==> src/hdl/tsr_pkg.sv <==
`timescale 1ns / 1ps
// ----------------------------------------------------------------------------
// tsr_pkg
// Shared types and constants of the three-shear pixel rotate unit: payload
// words, configuration register set, register indexes and datapath widths.
// ----------------------------------------------------------------------------
package tsr_pkg;

  // Field widths
  localparam int LocalWidth  = 16;
  localparam int WorldWidth  = 24;
  localparam int FracBits    = 16;
  localparam int ShearWidth  = FracBits + 1;
  // Both factors enter the multipliers as signed, one bit wider than stored
  localparam int CoefWidth   = ShearWidth + 1;
  localparam int TurnWidth   = 2;

  // Coordinate widths through the shears, sized to keep every value exact
  localparam int X0Width     = LocalWidth + 1;
  localparam int X1Width     = LocalWidth + 2;
  localparam int Y1Width     = LocalWidth + 4;
  localparam int X2Width     = LocalWidth + 4;

  // Configuration port
  localparam int CfgAddrWidth = 5;
  localparam int CfgDataWidth = 32;
  localparam int CfgIdxWidth  = 3;

  typedef enum logic [CfgIdxWidth-1:0] {
    RegQuarterTurns = 3'd0,
    RegShearA       = 3'd1,
    RegShearB       = 3'd2,
    RegCenterX      = 3'd3,
    RegCenterY      = 3'd4
  } cfg_reg_e;

  typedef struct packed {
    logic        [TurnWidth-1:0]  quarter_turns;
    logic signed [ShearWidth-1:0] shear_a;
    logic        [ShearWidth-1:0] shear_b;
    logic signed [WorldWidth-1:0] center_x;
    logic signed [WorldWidth-1:0] center_y;
  } cfg_t;

  typedef struct packed {
    logic signed [LocalWidth-1:0] local_x;
    logic signed [LocalWidth-1:0] local_y;
    logic signed [WorldWidth-1:0] prior_x;
    logic signed [WorldWidth-1:0] prior_y;
  } in_word_t;

  typedef struct packed {
    logic signed [WorldWidth-1:0] world_x;
    logic signed [WorldWidth-1:0] world_y;
    logic                         changed;
  } out_word_t;

endpackage

==> src/hdl/three_shear_pixel_rotate_unit.sv <==
`timescale 1ns / 1ps
// ----------------------------------------------------------------------------
// three_shear_pixel_rotate_unit
// Rotates one pixel offset about the body center by quarter turns and three
// shears, and reports its new world position and whether it moved.
// ----------------------------------------------------------------------------
// A pixel is taken on every clock edge with start high (busy is always low),
// so a whole body streams through at one pixel per cycle. Each result comes
// out on result_o with done_o high for one cycle, in order, after one
// quarter-turn register, then three shear units of two registers each
// (multiply, then round and add), then the center-add and compare register.
// There is no back-pressure: the receiver must take every word as it
// appears. Change configuration only while no pixel is in flight.
// ----------------------------------------------------------------------------
module three_shear_pixel_rotate_unit
  import tsr_pkg::*;
(
  input  logic                    clk_i,
  input  logic                    rst_ni,
  input  logic                    start,
  output logic                    busy,
  input  in_word_t                cmd_i,
  output logic                    done_o,
  output out_word_t               result_o,
  input  logic                    psel,
  input  logic                    penable,
  input  logic                    pwrite,
  input  logic [CfgAddrWidth-1:0] paddr,
  input  logic [CfgDataWidth-1:0] pwdata,
  output logic [CfgDataWidth-1:0] prdata,
  output logic                    pready
);

  localparam int SideWidth = 2 * WorldWidth;

  cfg_t                        cfg;
  logic signed [CoefWidth-1:0] coef_a, coef_b;

  logic                        accept;
  logic signed [X0Width-1:0]   lx, ly, x0_d, y0_d, x0_q, y0_q;
  logic        [SideWidth-1:0] side0_q;
  logic                        vld0_q;

  logic                        vld1;
  logic signed [X1Width-1:0]   x1;
  logic signed [X0Width-1:0]   y0_s1;
  logic        [SideWidth-1:0] side1;

  logic                        vld2;
  logic signed [Y1Width-1:0]   y1;
  logic signed [X1Width-1:0]   x1_s2;
  logic        [SideWidth-1:0] side2;

  logic                        vld3;
  logic signed [X2Width-1:0]   x2;
  logic signed [Y1Width-1:0]   y1_s3;
  logic        [SideWidth-1:0] side3;

  out_word_t                   res_d, res_q;
  logic                        done_q;

  tsr_cfg_regs u_regs (
    .clk_i   (clk_i),
    .rst_ni  (rst_ni),
    .psel    (psel),
    .penable (penable),
    .pwrite  (pwrite),
    .paddr   (paddr),
    .pwdata  (pwdata),
    .prdata  (prdata),
    .pready  (pready),
    .cfg_o   (cfg)
  );

  assign coef_a = CoefWidth'(cfg.shear_a);
  assign coef_b = $signed({1'b0, cfg.shear_b});

  assign busy   = 1'b0;
  assign accept = start && !busy;

  // Apply the quarter turns; each maps (x, y) to (-y, x)
  assign lx = X0Width'(cmd_i.local_x);
  assign ly = X0Width'(cmd_i.local_y);

  always_comb begin
    case (cfg.quarter_turns)
      2'd1:    begin x0_d = -ly; y0_d = lx;  end
      2'd2:    begin x0_d = -lx; y0_d = -ly; end
      2'd3:    begin x0_d = ly;  y0_d = -lx; end
      default: begin x0_d = lx;  y0_d = ly;  end
    endcase
  end

  always_ff @(posedge clk_i or negedge rst_ni) begin
    if (!rst_ni) begin
      vld0_q <= 1'b0;
    end else begin
      vld0_q <= accept;
    end
  end

  always_ff @(posedge clk_i) begin
    if (accept) begin
      x0_q    <= x0_d;
      y0_q    <= y0_d;
      side0_q <= {cmd_i.prior_x, cmd_i.prior_y};
    end
  end

  // First shear: x += round(y * A)
  tsr_shear_stage #(
    .MulWidth  (X0Width),
    .AccWidth  (X0Width),
    .SumWidth  (X1Width),
    .SideWidth (SideWidth)
  ) u_shear_x1 (
    .clk_i   (clk_i),
    .rst_ni  (rst_ni),
    .valid_i (vld0_q),
    .mul_i   (y0_q),
    .acc_i   (x0_q),
    .coef_i  (coef_a),
    .side_i  (side0_q),
    .valid_o (vld1),
    .sum_o   (x1),
    .mul_o   (y0_s1),
    .side_o  (side1)
  );

  // Second shear: y += round(x * B)
  tsr_shear_stage #(
    .MulWidth  (X1Width),
    .AccWidth  (X0Width),
    .SumWidth  (Y1Width),
    .SideWidth (SideWidth)
  ) u_shear_y1 (
    .clk_i   (clk_i),
    .rst_ni  (rst_ni),
    .valid_i (vld1),
    .mul_i   (x1),
    .acc_i   (y0_s1),
    .coef_i  (coef_b),
    .side_i  (side1),
    .valid_o (vld2),
    .sum_o   (y1),
    .mul_o   (x1_s2),
    .side_o  (side2)
  );

  // Third shear: x += round(y * A)
  tsr_shear_stage #(
    .MulWidth  (Y1Width),
    .AccWidth  (X1Width),
    .SumWidth  (X2Width),
    .SideWidth (SideWidth)
  ) u_shear_x2 (
    .clk_i   (clk_i),
    .rst_ni  (rst_ni),
    .valid_i (vld2),
    .mul_i   (y1),
    .acc_i   (x1_s2),
    .coef_i  (coef_a),
    .side_i  (side2),
    .valid_o (vld3),
    .sum_o   (x2),
    .mul_o   (y1_s3),
    .side_o  (side3)
  );

  // Add the body center, wrap to world width, compare with the prior position
  always_comb begin
    res_d.world_x = cfg.center_x + WorldWidth'(x2);
    res_d.world_y = cfg.center_y + WorldWidth'(y1_s3);
    res_d.changed = ({res_d.world_x, res_d.world_y} != side3);
  end

  always_ff @(posedge clk_i or negedge rst_ni) begin
    if (!rst_ni) begin
      done_q <= 1'b0;
    end else begin
      done_q <= vld3;
    end
  end

  always_ff @(posedge clk_i) begin
    if (vld3) begin
      res_q <= res_d;
    end
  end

  assign done_o   = done_q;
  assign result_o = res_q;

endmodule

==> src/hdl/tsr_cfg_regs.sv <==
`timescale 1ns / 1ps
// ----------------------------------------------------------------------------
// tsr_cfg_regs
// APB register file holding turn count, shear factors and body center.
// ----------------------------------------------------------------------------
module tsr_cfg_regs
  import tsr_pkg::*;
(
  input  logic                    clk_i,
  input  logic                    rst_ni,
  input  logic                    psel,
  input  logic                    penable,
  input  logic                    pwrite,
  input  logic [CfgAddrWidth-1:0] paddr,
  input  logic [CfgDataWidth-1:0] pwdata,
  output logic [CfgDataWidth-1:0] prdata,
  output logic                    pready,
  output cfg_t                    cfg_o
);

  cfg_t                   cfg_d, cfg_q;
  logic                   wr_en;
  logic [CfgIdxWidth-1:0] reg_idx;

  assign pready  = 1'b1;
  assign wr_en   = psel && penable && pwrite;
  assign reg_idx = paddr[CfgAddrWidth-1:2];

  // Decode the write; unknown indexes drop the word
  always_comb begin
    cfg_d = cfg_q;
    if (wr_en) begin
      unique case (reg_idx)
        RegQuarterTurns: cfg_d.quarter_turns = pwdata[TurnWidth-1:0];
        RegShearA:       cfg_d.shear_a       = $signed(pwdata[ShearWidth-1:0]);
        RegShearB:       cfg_d.shear_b       = pwdata[ShearWidth-1:0];
        RegCenterX:      cfg_d.center_x      = $signed(pwdata[WorldWidth-1:0]);
        RegCenterY:      cfg_d.center_y      = $signed(pwdata[WorldWidth-1:0]);
        default:         cfg_d               = cfg_q;
      endcase
    end
  end

  always_ff @(posedge clk_i or negedge rst_ni) begin
    if (!rst_ni) begin
      cfg_q <= '0;
    end else begin
      cfg_q <= cfg_d;
    end
  end

  // Read back the addressed register, zero-extended
  always_comb begin
    unique case (reg_idx)
      RegQuarterTurns: prdata = CfgDataWidth'(cfg_q.quarter_turns);
      RegShearA:       prdata = CfgDataWidth'($unsigned(cfg_q.shear_a));
      RegShearB:       prdata = CfgDataWidth'(cfg_q.shear_b);
      RegCenterX:      prdata = CfgDataWidth'($unsigned(cfg_q.center_x));
      RegCenterY:      prdata = CfgDataWidth'($unsigned(cfg_q.center_y));
      default:         prdata = '0;
    endcase
  end

  assign cfg_o = cfg_q;

endmodule

==> src/hdl/tsr_shear_stage.sv <==
`timescale 1ns / 1ps
// ----------------------------------------------------------------------------
// tsr_shear_stage
// One shear: acc + round(mul * coef / 2^FracBits), halves away from zero.
// Two register stages: product, then round and add.
// ----------------------------------------------------------------------------
module tsr_shear_stage
  import tsr_pkg::*;
#(
  parameter int MulWidth  = X0Width,
  parameter int AccWidth  = X0Width,
  parameter int SumWidth  = X1Width,
  parameter int SideWidth = 2 * WorldWidth
) (
  input  logic                        clk_i,
  input  logic                        rst_ni,
  input  logic                        valid_i,
  input  logic signed [MulWidth-1:0]  mul_i,
  input  logic signed [AccWidth-1:0]  acc_i,
  input  logic signed [CoefWidth-1:0] coef_i,
  input  logic        [SideWidth-1:0] side_i,
  output logic                        valid_o,
  output logic signed [SumWidth-1:0]  sum_o,
  output logic signed [MulWidth-1:0]  mul_o,
  output logic        [SideWidth-1:0] side_o
);

  localparam int ProdWidth = MulWidth + CoefWidth;
  localparam logic signed [ProdWidth-1:0] Half = ProdWidth'(2 ** (FracBits - 1));

  logic                        prod_vld_q;
  logic signed [ProdWidth-1:0] prod_d, prod_q;
  logic signed [AccWidth-1:0]  acc_q;
  logic signed [MulWidth-1:0]  mul_a_q;
  logic        [SideWidth-1:0] side_a_q;

  logic signed [ProdWidth-1:0] rnd;
  logic signed [SumWidth-1:0]  sum_d;
  logic                        sum_vld_q;
  logic signed [SumWidth-1:0]  sum_q;
  logic signed [MulWidth-1:0]  mul_b_q;
  logic        [SideWidth-1:0] side_b_q;

  // Multiply
  assign prod_d = ProdWidth'(mul_i) * ProdWidth'(coef_i);

  always_ff @(posedge clk_i or negedge rst_ni) begin
    if (!rst_ni) begin
      prod_vld_q <= 1'b0;
    end else begin
      prod_vld_q <= valid_i;
    end
  end

  always_ff @(posedge clk_i) begin
    if (valid_i) begin
      prod_q   <= prod_d;
      acc_q    <= acc_i;
      mul_a_q  <= mul_i;
      side_a_q <= side_i;
    end
  end

  // Round half away from zero: negative products take one less before the shift
  assign rnd   = prod_q + Half - ProdWidth'(prod_q[ProdWidth-1]);
  assign sum_d = SumWidth'(acc_q) + SumWidth'(rnd >>> FracBits);

  always_ff @(posedge clk_i or negedge rst_ni) begin
    if (!rst_ni) begin
      sum_vld_q <= 1'b0;
    end else begin
      sum_vld_q <= prod_vld_q;
    end
  end

  always_ff @(posedge clk_i) begin
    if (prod_vld_q) begin
      sum_q    <= sum_d;
      mul_b_q  <= mul_a_q;
      side_b_q <= side_a_q;
    end
  end

  assign valid_o = sum_vld_q;
  assign sum_o   = sum_q;
  assign mul_o   = mul_b_q;
  assign side_o  = side_b_q;

endmodule

==> config.mk <==
export PLATFORM = sky130hd
export DESIGN_NAME = three_shear_pixel_rotate_unit
export DESIGN_NICKNAME = d
export VERILOG_FILES = /design/src/hdl/tsr_pkg.sv /design/src/hdl/three_shear_pixel_rotate_unit.sv /design/src/hdl/tsr_cfg_regs.sv /design/src/hdl/tsr_shear_stage.sv
export SDC_FILE = /design/constraint.sdc
export NUM_CORES = 2
export LEC_CHECK = 0
export BUFFER_PORTS_ARGS = -buffer_cell sky130_fd_sc_hd__buf_2
export CELL_PAD_IN_SITES_DETAIL_PLACEMENT = 2
export CELL_PAD_IN_SITES_GLOBAL_PLACEMENT = 2
export CORE_MARGIN = 1
export CORE_UTILIZATION = 40
export CTS_CLUSTER_SIZE = 12
export DETAILED_ROUTE_END_ITERATION = 12
export HOLD_SLACK_MARGIN = 0.1
export PLACE_DENSITY_LB_ADDON = 0.1
export SLEW_MARGIN = 10
export SYNTH_ARGS = -nofsm -noshare
export SYNTH_HDL_FRONTEND = slang
export SYNTH_SLANG_ARGS = --single-unit
export TNS_END_PERCENT = 10
==> constraint.sdc <==
create_clock -name clk_i -period 6.06 [get_ports clk_i]
set_input_delay 0.303 -clock clk_i [delete_from_list [all_inputs] [get_ports clk_i]]
set_output_delay 0.303 -clock clk_i [all_outputs]
set_load 0.05 [all_outputs]
Word-level counts from Yosys, hierarchy flattened
Cells that the tools add are included.
- multiply operators: 3
- mux-type cells: 3
- add/sub/neg operators: 13
- reduce and logical (&&, ||, !) cells: 8
- equality and inequality tests: 8
- operator list (operator ; count):
    $pmux 24 s5 ; 1
    $pmux 17 s3 ; 2
    $add 36x16->36 const B ; 2
    $sub 36x1->36 ; 2
    $add 24x20->24 ; 2
    $ne 48x48->1 ; 1
    $mul 20x17->37 ; 1
    $mul 18x18->36 ; 1
    $add 34x16->34 const B ; 1
    $mul 17x17->34 ; 1
    $neg 16->17 ; 2
    $sub 34x1->34 ; 1
    $add 17x20->20 ; 1
    $add 18x20->20 ; 1
    $add 17x18->18 ; 1
    $reduce_and 2->1 ; 5
    $eq 3x2->1 const B ; 2
    $eq 2x2->1 const B ; 2
    $eq 3x1->1 const B ; 1
    $eq 3x3->1 const B ; 1
    $logic_not 3->1 ; 1
    $eq 2x1->1 const B ; 1
    $logic_and 1x1->1 ; 2
- flip-flop bits (word level): 838
- input port bits: 123
- logic and storage cells: 75

Logic depth before layout (Yosys ltp)
- word-level depth: 3
- mapped depth: 25

Cells and area by module
A second synthesis with hierarchy kept.
- cells, all modules: 6816
- area, all modules: 75364.8 sq um
- by module, submodules not included (module ; area each (sq um) ; sequential area each (sq um) ; instances ; cells each):
    tsr_shear_stage at u_shear_x2 ; 21823.4 ; 6386.1 ; 1 ; 1984
    tsr_shear_stage at u_shear_y1 ; 20616.0 ; 6206.0 ; 1 ; 1873
    tsr_shear_stage at u_shear_x1 ; 19616.3 ; 6055.8 ; 1 ; 1774
    three_shear_pixel_rotate_unit ; 9512.9 ; 3983.8 ; 1 ; 919
    tsr_cfg_regs ; 3796.1 ; 2102.0 ; 1 ; 266

Worst setup path before layout
OpenSTA, ideal clock, no wires.
- kind: reg2reg
- start point: reg u_regs.cfg_q (netlist bit u_regs.cfg_o[51])
- end point: reg u_shear_y1.prod_q[33] (data pin)
- slack: -0.311 ns
- required time: 5.799 ns
- library setup time: 0.261 ns
- path buffers: 2
- arrival: 6.110 ns
- stages on the path, launching flop included: 24
- path through: dfrtp_1 clkbuf_1 clkbuf_1 nand2_1 fa_1 fa_1 fa_1 fa_1 inv_1 fa_1 inv_1 fa_1 inv_1 ha_1 a21o_1 a21oi_1 nand2_1 a21oi_1 a211oi_1 a21oi_1 a311o_1 a31oi_1 nor4_1 a311o_1
- word-level cells in the longest chain between the ends: 1
- ends and longest elaborated chain (element ; line ; RTL):
    start, declared ; tsr_cfg_regs.sv:21 ; cfg_t cfg_d, cfg_q;
    start signal, assigned ; tsr_cfg_regs.sv:48 ; cfg_q <= cfg_d;
    $mul 18x18->36 ; tsr_shear_stage.sv:45 ; assign prod_d = ProdWidth'(mul_i) * ProdWidth'(coef_i);
    net u_shear_y1.prod_d[33] ; tsr_shear_stage.sv:32 ; logic signed [ProdWidth-1:0] prod_d, prod_q;
    end signal, assigned ; tsr_shear_stage.sv:57 ; prod_q <= prod_d;
    end, declared ; tsr_shear_stage.sv:32 ;
The timed path passes the listed nets, and every way through them passes these cells.
A chain may end at the register's enable or synchronous reset.

Worst setup path in the final report
- start point: reg u_regs.cfg_q (netlist bit u_regs.cfg_o[73])
- end point: reg u_shear_x2.prod_q[36] (netlist name)
- word-level cells in the longest chain between the ends: 1
- ends and longest elaborated chain (element ; line):
    $mul 20x17->37 ; tsr_shear_stage.sv:45
    net u_shear_x2.prod_d[36] ; tsr_shear_stage.sv:32
The timed path passes the listed nets, and every way through them passes these cells.

==> impl_metrics.yaml <==
place:
  hpwlAfterDp_mm: 196.8
  dp_cells: 9569
  dpl_cell_area_sq_um: 81440
  gp_congestion: 0.8623
  port_buffers: 186
die:
  chipHeight_um: 430.5
  io_pins: 207
  dieArea_sq_um: 185300
  die-width_um: 430.5
  coreArea_sq_um: 181500
  start_util: 0.4045
  num_rows: 156
drt:
  vias_per_cell: 5.312
  first_pass_iters: 5
  wl_per_cell_um: 25.35
  routed_wl_mm: 250.9
  drtIter0Drc: 2419
  drc: 0
  dr_total_vias: 52570
  antenna_left: 0
min_path:
  hold_depth: 1
  hold_path_class: "in2reg"
synthesis:
  synth-xor-area-share: 0.03590
  synth.area.mux_share: 0.02365
  async_flop_share: 0.1098
  ys.flop_type: "edfxtp_1"
  synth_edf_count: 746
  synth_compound_area_frac: 0.07070
  synth_fa_ha_area_frac: 0.3397
  netlist_instances: 6657
  syn_area_per_cell_sq_um: 11.03
  ys_types: 85
  synth_seq_cells: 838
  syn-cell-area_sq_um: 73430
  yosys.area_share.simple: 0.1202
  ys_seq_area_frac: 0.3364
  synth_top_family_by_area: "adder cells"
  synth_warnings: 0
critical_path:
  cp_data_required_time_ns: 6.61
  regToRegStartpoint: "u_regs.cfg_o[73]$_DFFE_PN0P_"
  path_max_fanout: 5
  rr_endpoint: "u_shear_x2.prod_q[36]$_DFFE_PP_"
  crit_type: "reg2reg"
  r2r_slack_ns: -0.28
  critPathLaunchType: "register"
  startpoint: "u_regs.cfg_o[73]$_DFFE_PN0P_"
  crit_end: "u_shear_x2.prod_q[36]$_DFFE_PP_"
  arrival_ns: 6.89
  end_kind: "register"
  rr_worst_depth: 25
global_route:
  grt_first_pass_wirelength_mm: 381.4
  gr-total-overflow: 0
  first_global_vias: 60860
  grtUsageTotal: 0.2725
  antenna_found_initial: 9
  grt_max_degree: 75
clock_network:
  cts_buffer_depth: 3
  cts_root_buf: "clkbuf_16"
  cts_buffers: 100
  insertion_delay_ns: 0.75
  htreeDepth: 3
  cts_tree: "built"
  numClockSinks: 838
  clkSlewWorstSetupHoldPaths_ns: 0.07
sta:
  rsz0062_at_grt: "true"
  slew_violations: 0
  setup_viol: 30
  max_slew.worst_pin.slew_ns: 1.271
  hold_violations: 0
  relSlewSlack: 0.1528
  fmax_mhz: 157.7
  tns_ns: -4.274
  min_period_over_period: 1.046
  final.setup.worst_slack_ns: -0.2816
  fin_skew_ns: 0.06513
  period_needed_ns: 6.342
final_layout:
  drive_above_1_share: 0.1802
  layout_common_cells: "1155 x inv_1, 928 x fa_1, 746 x edfxtp_1"
  syn_to_final_growth_pct: 19.05
  fin_nets: 8996
  final_design_area_no_fill_sq_um: 87420
  layout_commonest_cell: "inv_1"
  final_cells: 9898
  nFillCells: 18330
job:
  maxCapViolations: 0
outcome:
  failed_checks: "setup timing"
  outcome: "finished, violations left"
-- flip-flops by register name (all words and copies together) (netlist names), 20 cells and up --
name	count
u_shear_x1.prod_q	34
side0_q	48
u_shear_x2.mul_o	20
u_shear_y1.side_o	48
u_shear_y1.side_a_q	48
u_shear_y1.prod_q	36
u_shear_x1.side_o	48
u_shear_x1.side_a_q	48
u_shear_x2.sum_o	20
u_shear_x2.side_a_q	48
u_shear_x2.prod_q	37
u_shear_x2.side_o	48
u_shear_y1.sum_o	20
u_regs.cfg_o	84
result_o	49
u_shear_x2.mul_a_q	20
-- cell usage after synthesis (11+ instances only) --
cell type  number  area share
nor4_1         23      0.0020
a21o_1         81      0.0083
buf_4          11      0.0011
a31oi_1        28      0.0024
ha_1          469       0.080
inv_1        1171       0.060
nand4_1        21      0.0018
o31ai_1        15      0.0015
o21a_1         33      0.0034
or2_2          13      0.0011
nand3_1        61      0.0042
and3_1         39      0.0033
o21bai_1       20      0.0020
or4_1          11      0.0011
mux2_2        102       0.016
mux2i_1        16      0.0022
fa_1          953        0.26
clkbuf_1      233       0.012
nor3_1         74      0.0050
a211oi_1       36      0.0037
or3_1          36      0.0031
and2_1        463       0.039
xor2_1         73      0.0087
nand2_1       626       0.032
a22oi_1        16      0.0016
o21ai_0       169       0.012
nor2_1        232       0.012
mux4_2         19      0.0058
edfxtp_1      746        0.31
o211ai_1       21      0.0021
nor2b_1        40      0.0034
a311oi_1       15      0.0018
nand2b_1       59      0.0050
a2111oi_0      18      0.0021
a21oi_1       219       0.015
nor4b_1        17      0.0020
dfrtp_1        92       0.031
xnor2_1       199       0.024
-- final cells by class --
type,count,area [sq um],area share
Antenna cell,1,2.502,0.00002863
Clock buffer,122,2605,0.02980
Clock inverter,56,683.2,0.007815
Inverter,1172,4399,0.05032
Multi-Input combinational cell,4404,44450,0.5085
Sequential cell,838,24740,0.2830
Tap cell,2370,2965,0.03392
Timing Repair Buffer,935,7572,0.08662
-- kinds of logic after synthesis --
logic type,Yosys count
XOR/XNOR,283
buffers and inverters,1423
AND/OR/NAND/NOR,1756
flip-flops,838
AO/OA/AOI/OAI,796
multiplexers,137
other,2
adder cells (fa/ha/maj),1422
-- per-stage QoR --
step | utilization | setup slack [ns] | hold slack, ns
5_1_grt | 0.4816 | -0.4840 | 0.1348
4_1_cts | 0.4756 | -0.3085 | 0.1021
2_1_floorplan | - | -0.03716 | 0.007409
3_5_place_dp | 0.4487 | -0.9829 | 0.2689
3_3_place_gp | 0.4487 | -0.8903 | 0.2642
6_report | 0.4816 | -0.2816 | 0.1430
-- critical path: stages, from the launching register on --
cell and delay [ns]:
dfrtp_2 0.42, buf_12 0.15, clkbuf_16 0.15, nand2_1 0.07
fa_1 0.54, inv_1 0.07, fa_1 0.50, fa_1 0.60
fa_1 0.44, fa_1 0.50, inv_1 0.05, fa_1 0.50
inv_1 0.08, ha_4 0.29, nand3_1 0.08, a21boi_1 0.16
o21ai_1 0.08, nand2b_1 0.12, a21oi_2 0.07, buf_4 0.14
o21ai_2 0.15, a41oi_2 0.08, a211o_1 0.36, buf_4 0.16
a21o_1 0.16, a211oi_2 0.22
-- per-layer routing --
layer	global-route usage	wire length, um
met1	0.3314	101500
met4	0.09731	10420
met5	0	13
met3	0.02742	7629
met2	0.4980	131300
-- how the worst min path moves through the flow --
stage,start,slack [ns],endpoint
after global placement,rst_ni,0.26,u_regs.cfg_o[17]$_DFFE_PN0P_
after global routing,start,0.13,y0_q[16]$_DFFE_PP_
after detailed placement,rst_ni,0.27,u_regs.cfg_o[17]$_DFFE_PN0P_
after CTS,cmd_i[75],0.10,x0_q[11]$_DFFE_PP_
after floorplan,rst_ni,0.007,done_o$_DFF_PN0_
final,start,0.14,y0_q[16]$_DFFE_PP_
-- repair_timing --
item | in CTS | in global routing
buffers inserted | 22 | 36
hold buffers | 93 | 0
cloned | 0 | 1
pin swaps | 41 | 108
resized for setup | 127 | 163
endpoints found under the hold margin | 169 | 0
endpoints found under the setup margin | 45 | 53
Power is not shown: default switching activity piles up to over one toggle a cycle in this logic, so the estimate is an artifact.
